File: config.mk
export PLATFORM = sky130hd
export DESIGN_NAME = allocation_range_table_core
export DESIGN_NICKNAME = d
export VERILOG_FILES = /design/src/sv/art_pkg.sv /design/src/sv/allocation_range_table_core.sv
export SDC_FILE = /design/constraint.sdc
export NUM_CORES = 2
export LEC_CHECK = 0
export BUFFER_PORTS_ARGS = -buffer_cell sky130_fd_sc_hd__buf_2
export CAP_MARGIN = 15
export CORE_AREA = 2 2 522 524
export DETAILED_ROUTE_END_ITERATION = 7
export DIE_AREA = 0 0 524 526
export GPL_ROUTABILITY_DRIVEN = 0
export PLACE_DENSITY_LB_ADDON = 0.08
export SETUP_SLACK_MARGIN = 0.3
export SLEW_MARGIN = 20
export SYNTH_ARGS = -nofsm -noshare
export SYNTH_HDL_FRONTEND = slang
export SYNTH_SLANG_ARGS = --single-unit
File: constraint.sdc
create_clock -name clock -period 7 [get_ports clock]
set_input_delay 2.1 -clock clock [delete_from_list [all_inputs] [get_ports clock]]
set_output_delay 2.1 -clock clock [all_outputs]
set_load 0.005 [all_outputs]
File: src/sv/art_pkg.sv
// ----------------------------------------------------------------------------
// art_pkg
// Shared types and constants of the allocation range table.
// ----------------------------------------------------------------------------
package art_pkg;

   localparam int TableDepthDefault = 64;
   localparam int AddrBitsDefault   = 32;

   typedef enum logic [1:0] {
      OP_INSERT = 2'd0,
      OP_LOOKUP = 2'd1,
      OP_FREE   = 2'd2,
      OP_NONE   = 2'd3
   } op_type;

   typedef enum logic [2:0] {
      ST_OK        = 3'd0,
      ST_NULL      = 3'd1,
      ST_NOT_FOUND = 3'd2,
      ST_DUPLICATE = 3'd3,
      ST_FULL      = 3'd4
   } status_type;

   localparam logic [1:0] KIND_STACK = 2'd1;

   typedef enum logic [2:0] {
      S_CLEAR,
      S_IDLE,
      S_READ,
      S_DONE
   } state_type;

   typedef struct packed {
      status_type status;
      logic [15:0] tag;
      logic [7:0]  ctx;
      logic [31:0] offset;
   } rsp_type;

endpackage

File: src/sv/allocation_range_table_core.sv
// ----------------------------------------------------------------------------
// allocation_range_table_core
// Table of allocations with insert, best-base lookup and stack free.
// ----------------------------------------------------------------------------
// channel | dir | fields (low bit up)
// req     | in  | tdata: address[31:0] object_tag[47:32] context_id[55:48], 56 bits
//         |     | tuser: operation[1:0] alloc_kind[3:2]
// rsp     | out | tdata: status[2:0] found_tag[18:3] found_context[26:19]
//         |     | offset[58:27], 64 bits
// Each transaction walks the table memory, one entry a cycle, set by the
// single read port; the result is then registered, and a new transaction
// is not taken until the last one is done.
// After reset a clearing pass writes every entry to zero; req_tready is low.
// A result waits in the output register; req_tready stays low until it leaves.
// ----------------------------------------------------------------------------
module allocation_range_table_core
   import art_pkg::*;
#(
   parameter int TABLE_DEPTH = TableDepthDefault,
   parameter int ADDR_BITS   = AddrBitsDefault
) (
   input  logic        clock,
   input  logic        reset,
   input  logic        req_tvalid,
   output logic        req_tready,
   input  logic [55:0] req_tdata,  // address, object_tag, context_id
   input  logic [3:0]  req_tuser,  // operation, alloc_kind
   output logic        rsp_tvalid,
   input  logic        rsp_tready,
   output logic [63:0] rsp_tdata   // status, found_tag, found_context, offset
);

   localparam int IW = (TABLE_DEPTH > 1) ? $clog2(TABLE_DEPTH) : 1;
   localparam int EW = ADDR_BITS + 16 + 8 + 2;

   // entry: valid, stack, ctx, tag, base
   logic [EW-1:0] mem [TABLE_DEPTH];
   logic [EW-1:0] rd_ff;
   logic          wr_en;
   logic [IW-1:0] wr_idx;
   logic [EW-1:0] wr_data;

   state_type state_ff, state_in;
   logic [IW:0] idx_ff, idx_in;
   op_type op_ff, op_in;
   logic [ADDR_BITS-1:0] addr_ff, addr_in;
   logic [15:0] tag_ff, tag_in;
   logic [7:0]  ctx_ff, ctx_in;
   logic        stk_ff, stk_in;
   logic        dup_ff, dup_in, hasfree_ff, hasfree_in, best_ok_ff, best_ok_in;
   logic [IW-1:0] free_ff, free_in;
   logic [ADDR_BITS-1:0] bbase_ff, bbase_in;
   logic [15:0] btag_ff, btag_in;
   logic [7:0]  bctx_ff, bctx_in;
   logic        ov_ff, ov_in;
   rsp_type     rsp_ff, rsp_in;

   logic [ADDR_BITS-1:0] e_base;
   logic [15:0] e_tag;
   logic [7:0]  e_ctx;
   logic        e_stk, e_val;
   logic [IW:0] eidx;
   logic [ADDR_BITS-1:0] diff;

   assign e_base = rd_ff[ADDR_BITS-1:0];
   assign e_tag  = rd_ff[ADDR_BITS +: 16];
   assign e_ctx  = rd_ff[ADDR_BITS+16 +: 8];
   assign e_stk  = rd_ff[ADDR_BITS+24];
   assign e_val  = rd_ff[ADDR_BITS+25];
   assign eidx   = idx_ff - 1'b1;
   assign diff   = addr_ff - bbase_ff;

   always_ff @(posedge clock) begin
      if (wr_en) begin
         mem[wr_idx] <= wr_data;
      end
      rd_ff <= mem[idx_ff[IW-1:0]];
   end

   always_ff @(posedge clock) begin
      if (reset) begin
         state_ff <= S_CLEAR;
         idx_ff   <= '0;
         ov_ff    <= 1'b0;
      end else begin
         state_ff <= state_in;
         idx_ff   <= idx_in;
         ov_ff    <= ov_in;
      end
      op_ff <= op_in; addr_ff <= addr_in; tag_ff <= tag_in; ctx_ff <= ctx_in;
      stk_ff <= stk_in; dup_ff <= dup_in; hasfree_ff <= hasfree_in;
      best_ok_ff <= best_ok_in; free_ff <= free_in; bbase_ff <= bbase_in;
      btag_ff <= btag_in; bctx_ff <= bctx_in; rsp_ff <= rsp_in;
   end

   always_comb begin
      state_in = state_ff; idx_in = idx_ff; ov_in = ov_ff;
      op_in = op_ff; addr_in = addr_ff; tag_in = tag_ff; ctx_in = ctx_ff;
      stk_in = stk_ff; dup_in = dup_ff; hasfree_in = hasfree_ff;
      best_ok_in = best_ok_ff; free_in = free_ff; bbase_in = bbase_ff;
      btag_in = btag_ff; bctx_in = bctx_ff; rsp_in = rsp_ff;
      wr_en = 1'b0; wr_idx = eidx[IW-1:0]; wr_data = rd_ff;
      req_tready = 1'b0;
      if (ov_ff && rsp_tready) begin
         ov_in = 1'b0;
      end
      unique case (state_ff)
         S_CLEAR: begin
            wr_en = 1'b1; wr_idx = idx_ff[IW-1:0]; wr_data = '0;
            if (idx_ff == (IW+1)'(TABLE_DEPTH - 1)) begin
               idx_in = '0; state_in = S_IDLE;
            end else begin
               idx_in = idx_ff + 1'b1;
            end
         end
         S_IDLE: begin
            req_tready = !ov_ff;
            if (req_tvalid && !ov_ff) begin
               op_in   = op_type'(req_tuser[1:0]);
               addr_in = ADDR_BITS'(req_tdata[31:0]);
               tag_in  = req_tdata[47:32];
               ctx_in  = req_tdata[55:48];
               stk_in  = (req_tuser[3:2] == KIND_STACK);
               dup_in = 1'b0; hasfree_in = 1'b0; best_ok_in = 1'b0;
               free_in = '0; bbase_in = '0; btag_in = '0; bctx_in = '0;
               idx_in = (IW+1)'(1);
               state_in = S_READ;
            end
         end
         S_READ: begin
            // rd_ff now holds entry eidx; advance the read address
            if (e_val) begin
               case (op_ff)
                  OP_INSERT: if (e_base == addr_ff) dup_in = 1'b1;
                  OP_LOOKUP: if (e_base <= addr_ff && (!best_ok_ff || e_base > bbase_ff)) begin
                     best_ok_in = 1'b1; bbase_in = e_base; btag_in = e_tag; bctx_in = e_ctx;
                  end
                  OP_FREE: if (e_stk && e_ctx == ctx_ff) begin
                     wr_en = 1'b1; wr_data = '0;
                  end
                  default: ;
               endcase
            end else if (!hasfree_ff) begin
               hasfree_in = 1'b1; free_in = eidx[IW-1:0];
            end
            if (idx_ff == (IW+1)'(TABLE_DEPTH)) begin
               state_in = S_DONE;
            end else begin
               idx_in = idx_ff + 1'b1;
            end
         end
         S_DONE: begin
            rsp_in = '{status: ST_OK, tag: '0, ctx: '0, offset: '0};
            case (op_ff)
               OP_INSERT: begin
                  if (dup_ff) rsp_in.status = ST_DUPLICATE;
                  else if (!hasfree_ff) rsp_in.status = ST_FULL;
                  else begin
                     wr_en = 1'b1; wr_idx = free_ff;
                     wr_data = {1'b1, stk_ff, ctx_ff, tag_ff, addr_ff};
                     rsp_in.tag = tag_ff; rsp_in.ctx = ctx_ff;
                  end
               end
               OP_LOOKUP: begin
                  if (addr_ff == '0) rsp_in.status = ST_NULL;
                  else if (!best_ok_ff) rsp_in.status = ST_NOT_FOUND;
                  else begin
                     rsp_in.tag = btag_ff; rsp_in.ctx = bctx_ff;
                     rsp_in.offset = 32'(diff);
                  end
               end
               OP_FREE: ;
               default: rsp_in.status = ST_NOT_FOUND;
            endcase
            ov_in = 1'b1;
            idx_in = '0;
            state_in = S_IDLE;
         end
         default: state_in = S_IDLE;
      endcase
   end

   assign rsp_tvalid = ov_ff;
   assign rsp_tdata  = {5'd0, rsp_ff.offset, rsp_ff.ctx, rsp_ff.tag, rsp_ff.status};

   a_hold: assert property (@(posedge clock) disable iff (reset)
      rsp_tvalid && !rsp_tready |=> rsp_tvalid) else $error("result dropped");
   a_busy: assert property (@(posedge clock) disable iff (reset)
      state_ff != S_IDLE |-> !req_tready) else $error("ready while busy");
   a_done: assert property (@(posedge clock) disable iff (reset)
      state_ff == S_DONE |=> rsp_tvalid) else $error("result missing");

endmodule

; Yosys cells after proc, flatten, opt, wreduce, memory -nomap -nowiden
; Memory sizes are Yosys's and may differ from the RTL's. A register that Yosys moved wholly into a read port is not among the register bits.
; Cells that the tools add are included.
[word_totals]
out_inout_bits = 66
register_bits = 194
n_memories = 1
latch_bits = 0
romBits = 0
ram_bits = 3712
[classes]
n_shift = 0
n_div = 0
magnitude_cmp = 2
reduce_logical = 20
n_mul = 0
bitwise_logic = 2
n_mux = 70
eq_ne = 20
addsub = 3
[memory_table]
columns = name, words, word_bits, rd, rd_clocked_by_memory_dff, write_ports, line_no
row1 = mem, 64, 58, 1, 1, 1, allocation_range_table_core.sv:37  ; logic [EW-1:0] mem [TABLE_DEPTH];
[ops]
columns = op, n
row1 = $mux 58, 6
row2 = $pmux 58 s3, 1
row3 = $mux 32, 4
row4 = $mux 56, 2
row5 = $mux 16, 4
row6 = $pmux 32 s2, 1
row7 = $mux 24, 2
row8 = $pmux 24 s2, 1
row9 = $eq 32x32->1, 1
row10 = $gt 32x32->1, 1
row11 = $le 32x32->1, 1
row12 = $logic_not 32->1, 1
row13 = $mux 8, 4
row14 = $pmux 16 s2, 1
row15 = $sub 32x32->32, 1
row16 = $mux 6, 5
row17 = $pmux 7 s4, 1
row18 = $pmux 6 s2, 2
row19 = $mux 7, 3
row20 = $ne 2x2->1 const B, 10
row21 = $mux 1, 19
row22 = $pmux 3 s3, 2
row23 = $pmux 8 s2, 1
row24 = $mux 3, 5
row25 = 24 further kinds, 38

; Longest topological paths before layout
[logic_depth]
word_depth = 8
ltp_mapped = 11
depth_no_buf = 10

; Worst setup path before layout
; OpenSTA, ideal clock, no wires.
[synth_timing]
kind = input to register
start = input req_tvalid
end = register bbase_ff[0], enable pin
setup_time_ps = 557
path_stages = 6
arrival_time_ps = 6891
slack_ps = -448
path_buffers = 0
cell_sequence = inv_1 > o21ai_0 > nand3_1 > a31oi_1 > o21ai_0 > a211oi_1
[synth_via]
elab_chain_cells = 3
[synth_lines]
columns = element, line_no
row1 = "start, declared", allocation_range_table_core.sv:24  ; input logic req_tvalid,
row2 = $logic_and 1x1->1, allocation_range_table_core.sv:118  ; if (req_tvalid && !ov_ff) begin
row3 = $ne 2x2->1 (no source line), n/a
row4 = $reduce_and 5->1 (no source line), n/a
row5 = "end signal, assigned", allocation_range_table_core.sv:92  ; best_ok_ff <= best_ok_in; free_ff <= free_in; bbase_ff <= bbase_in;
row6 = "end, declared", allocation_range_table_core.sv:52  ; logic [ADDR_BITS-1:0] bbase_ff, bbase_in;
; Every way passes these cells.
; A chain may end at the register's enable or synchronous reset.

; Worst setup path after layout
[layout_timing]
start = register hasfree_ff
end = memory mem[13][16] in the netlist's numbering, enable pin
[layout_via]
elab_chain_cells = 6
elab_cells_between_ends = 10
classes_between = 10 x mux
[layout_lines]
columns = element, line_no
row1 = "start, declared", allocation_range_table_core.sv:50  ; logic dup_ff, dup_in, hasfree_ff, hasfree_in, best_ok_ff, best_ok_in;
row2 = "start signal, assigned", allocation_range_table_core.sv:91  ; stk_ff <= stk_in; dup_ff <= dup_in; hasfree_ff <= hasfree_in;
row3 = $mux 1, allocation_range_table_core.sv:157  ; else if (!hasfree_ff) rsp_in.status = ST_FULL;
row4 = $mux 1, allocation_range_table_core.sv:156  ; if (dup_ff) rsp_in.status = ST_DUPLICATE;
row5 = $mux 1, allocation_range_table_core.sv:154  ; case (op_ff)
row6 = $pmux 1 s3, allocation_range_table_core.sv:107  ; unique case (state_ff)
row7 = $mux 1, allocation_range_table_core.sv:74  ; if (wr_en) begin
row8 = $mux 1 (not written as such), allocation_range_table_core.sv:75  ; mem[wr_idx] <= wr_data;
row9 = "end, declared", allocation_range_table_core.sv:37
; Parallel ways exist; a longest one is shown, timed or not.

==> metrics.md <==
| Metric | Value |
|---|---|
| Most common cell after layout, fill and taps aside | edfxtp_1 |
| Post-DR wirelength/cell | about 37 µm |
| Post-layout min period | around 5 ns |
| Most frequent cells in the layout | edfxtp_1, mux4_2, clkbuf_16, buf_4, buf_2 |
| Crit path DAT | 5.68 ns |
| Worst IR Drop VDD | roughly 0.22 mV |
| Seq cells post-synth | roughly 4000 |
| Dpl hpwl | 226000 µm |
| DR pass1 iterations | 5 |
| Leakage | between 50 and 60 nW |
| Floorplan Core Area | between 200000 and 300000 µm² |
| Worst reg2reg startpoint | hasfree_ff |
| Pre-CTS setup slack | between 1.5 and 2 ns |
| Met1 wire length | roughly 160000 µm |
| Fin Clk Skew | ~0.063 ns |
| Post-synth EDFFs | between 3000 and 4000 |
| Vias per Instance | 6.73 |
| I/O Buffers | 124 |
| Aggregate global-route resource usage | slightly below 30% |
| Worst Hold Path Cells | 1 |
| Post-synth design cell area | about 150000 µm² |
| Post-CTS resize count | 0 |
| Hold Buf Count CTS | 0 |
| FF-to-FF End | mem[13][16] |
| Final WS setup | about 1.9 ns |
| Hold/Removal Path Class | reg2reg |
| Post-synth cell types | 63 |
| Grt ovf | 0 |
| Hold Startpoint | bctx_ff[2] |
| Crit-path max FO | 59 |
| Num CTS Buffers | 398 |
| Post-DRT Antenna Nets | 0 |
| Post-synth top flop | edfxtp_1 |
| Final period utilization | ~72% |
| Worst-Skew Late Latency | just under 1 ns |
| Syn Inst Count | between 6000 and 7000 |
| Routed length on met2 | between 150000 and 200000 µm |
| Post-synth ARST share | 0% |
| Largest net degree at the start of global routing | 151 |
| Post-synth top area cell | edfxtp_1 |
| First-pass GRT wire length | approximately 560000 µm |
| Wirelength, routed | 399000 µm |
| # nets final | ~7000 |
| Inst Count DP | around 10000 |
| Area Overhead vs Synth | 13.1% |
| Mean Syn Cell Area | approximately 24 µm² |
| TritonCTS Sinks | 3963 |
| Slew Limit Fails | 0 |
| CP endpoint kind | flip-flop |
| H-tree lvl count | 5 |
| RSZ-0062 raised after global routing | no |
| Layout Cells excl Fill | ~11000 |
| Drt drc | 0 |
| Worst Path Required | ~7.6 ns |
| Setup TNS | 0 ns |
| Flop2flop setup slack | a little under 2 ns |
| Worst relative slew slack | between 20% and 30% |
| Vert. Die Dim | 526 µm |
| Initial antenna violation count | 30 |
| Clk slew on worst S/H paths | roughly 0.06 ns |
| MaxCap Viol Count | 0 |
| PD cells | about 280 nW/µm² |
| Starting DRT DRC Count | 10700 |
| Vias | just over 70000 |
| Hold endpoint | rsp_tdata[21] |
| I/O pins | 130 |
| Final setup violation count | 0 |
| Worst Path Class, Setup | reg2reg |
| CTS tree | built |
| Share of post-route cells with drive strength above 1 | a little under a third |
| Worst Tran Pin Value | 1.13 ns |
| Synth top area cells | edfxtp_1, mux4_2, dfxtp_1 |
| # Post-CTS Setup Buffers | 0 |
| Status | finished, final reports clean |
| Core Rows | between 150 and 200 |
| Top Layer Used | met5 |
| Fmax | 0.197 GHz |
| Yosys top cell area share | about three quarters |
| Die ar. | 276000 µm² |
| Startpoint Class | flip-flop |
| Vias in the first global route | around 73000 |
| Starting Density | between 50 and 60% |
| Yosys warning total | 0 |
| Maximum buffer depth of the clock tree | 4 |
| Worst R2R Path Depth | 6 |
| FILL cells | 17400 |
| Seq/Total Area, Yosys | between 70% and 80% |
| Met3 WL | 37000 µm |
| Hold Vio Cnt, Final | 0 |
| Die X | between 500 and 600 µm |
| Root Driver | clkbuf_16 |
==> cells by family after synthesis <==
| kind of cell | share of synthesized area, % |
|---|---|
| AOI/OAI and AO/OA | 1.43 |
| xor gates and xnor gates | 0.177 |
| adders and majority gates | 0.861 |
| buffers and inverters | 1.13 |
| DFF | 77.1 |
| muxes | 17.9 |
| other | 0.00244 |
| and+or+nand+nor | 1.35 |
==> state kept, by name, indices dropped and copies added (netlist names), 2 cells and up <==
signal,cells
mem,3712
ctx_ff,8
idx_ff,7
btag_ff,16
op_ff,2
state_ff,2
bctx_ff,8
tag_ff,16
rd_ff,58
rsp_tdata,59
addr_ff,32
bbase_ff,32
free_ff,6
==> routing by layer <==
layer | GRT usage, % | up-vias
li1 | - | 28800
met1 | 44.0 | 39600
met2 | 45.2 | 3803
met3 | 4.84 | 607
met4 | 8.87 | 4
met5 | 0 | -
==> worst max-delay path, cell delays in order, from the launching register on <==
cell and delay, ns:
edfxtp_1 0.62, or4b_4 0.83, a22o_1 0.31, a222oi_1 0.68
nand3_1 0.85, nor2_4 1.09, buf_12 0.30
==> power by group <==
| part | leakage (nW) | internal [mW] | total [mW] | switching, mW |
|---|---|---|---|---|
| Sequential | 39.7 | 25.9 | 26.0 | 0.185 |
| Clock | 6.47 | 12.6 | 21.5 | 8.93 |
| Combinational | 11.2 | 0.784 | 1.82 | 1.04 |
==> worst max-delay path by stage <==
| stage | slack [ns] | depth (start not counted) | from | to |
|---|---|---|---|---|
| 2_1_floorplan | 0.72 | 6 | state_ff[1] | mem[0][0] |
| 3_3_place_gp | 1.98 | 8 | idx_ff[4] | mem[13][19] |
| 3_5_place_dp | 1.96 | 8 | idx_ff[4] | mem[13][19] |
| 4_1_cts | 1.91 | 8 | idx_ff[4] | mem[13][16] |
| 5_1_grt | 1.73 | 6 | hasfree_ff | mem[13][16] |
| 6_report | 1.93 | 6 | hasfree_ff | mem[13][16] |
==> cells in the mapped netlist, types with 3 or more instances <==
cell type,n
edfxtp_1,3895
mux4_2,1217
clkbuf_1,183
nor2_1,135
nand2_1,113
ha_1,104
a22o_1,82
inv_1,82
buf_2,71
dfxtp_1,68
and2_1,60
buf_1,59
o21ai_0,56
a21oi_1,52
a21o_1,45
nor3_1,26
nand4_1,24
xnor2_1,21
buf_4,16
a211oi_1,13
nor2b_1,13
o21a_1,13
nand3_1,12
nor4_1,12
a31oi_1,11
mux2i_1,11
xor2_1,10
or2_2,9
nand2b_1,7
o211ai_1,6
o31ai_1,5
a221oi_1,4
and3_1,4
and4_1,4
buf_6,4
nor3b_1,4
a22oi_1,3
nand3b_1,3
o21bai_1,3
o221ai_1,3
==> cell type report <==
| class | instances | area (µm²) | area share (%) |
|---|---|---|---|
| Sequential cell | 3963 | 118000 | 68.2 |
| Multi-Input combinational cell | 2114 | 34100 | 19.6 |
| Clock buffer | 486 | 10600 | 6.09 |
| Tap cell | 3570 | 4470 | 2.57 |
| Timing Repair Buffer | 361 | 3070 | 1.77 |
| Clock inverter | 238 | 2650 | 1.53 |
| Inverter | 83 | 312 | 0.180 |
| Antenna cell | 5 | 12.5 | 0.00721 |
==> per-stage QoR <==
| step | util (%) | hold slack, ns | area (µm²) | power [mW] |
|---|---|---|---|---|
| after global placement | 59.3 | 0.542 | 160000 | 28.4 |
| after global routing | 64.3 | 0.576 | 173000 | 50.7 |
| after floorplan | - | 0.480 | 153000 | 27.7 |
| final | 64.3 | 0.568 | 173000 | 49.4 |
| after detailed placement | 59.3 | 0.548 | 160000 | 28.4 |
| after CTS | 64.2 | 0.565 | 173000 | 49.7 |
(Power assumes the default switching activity.)
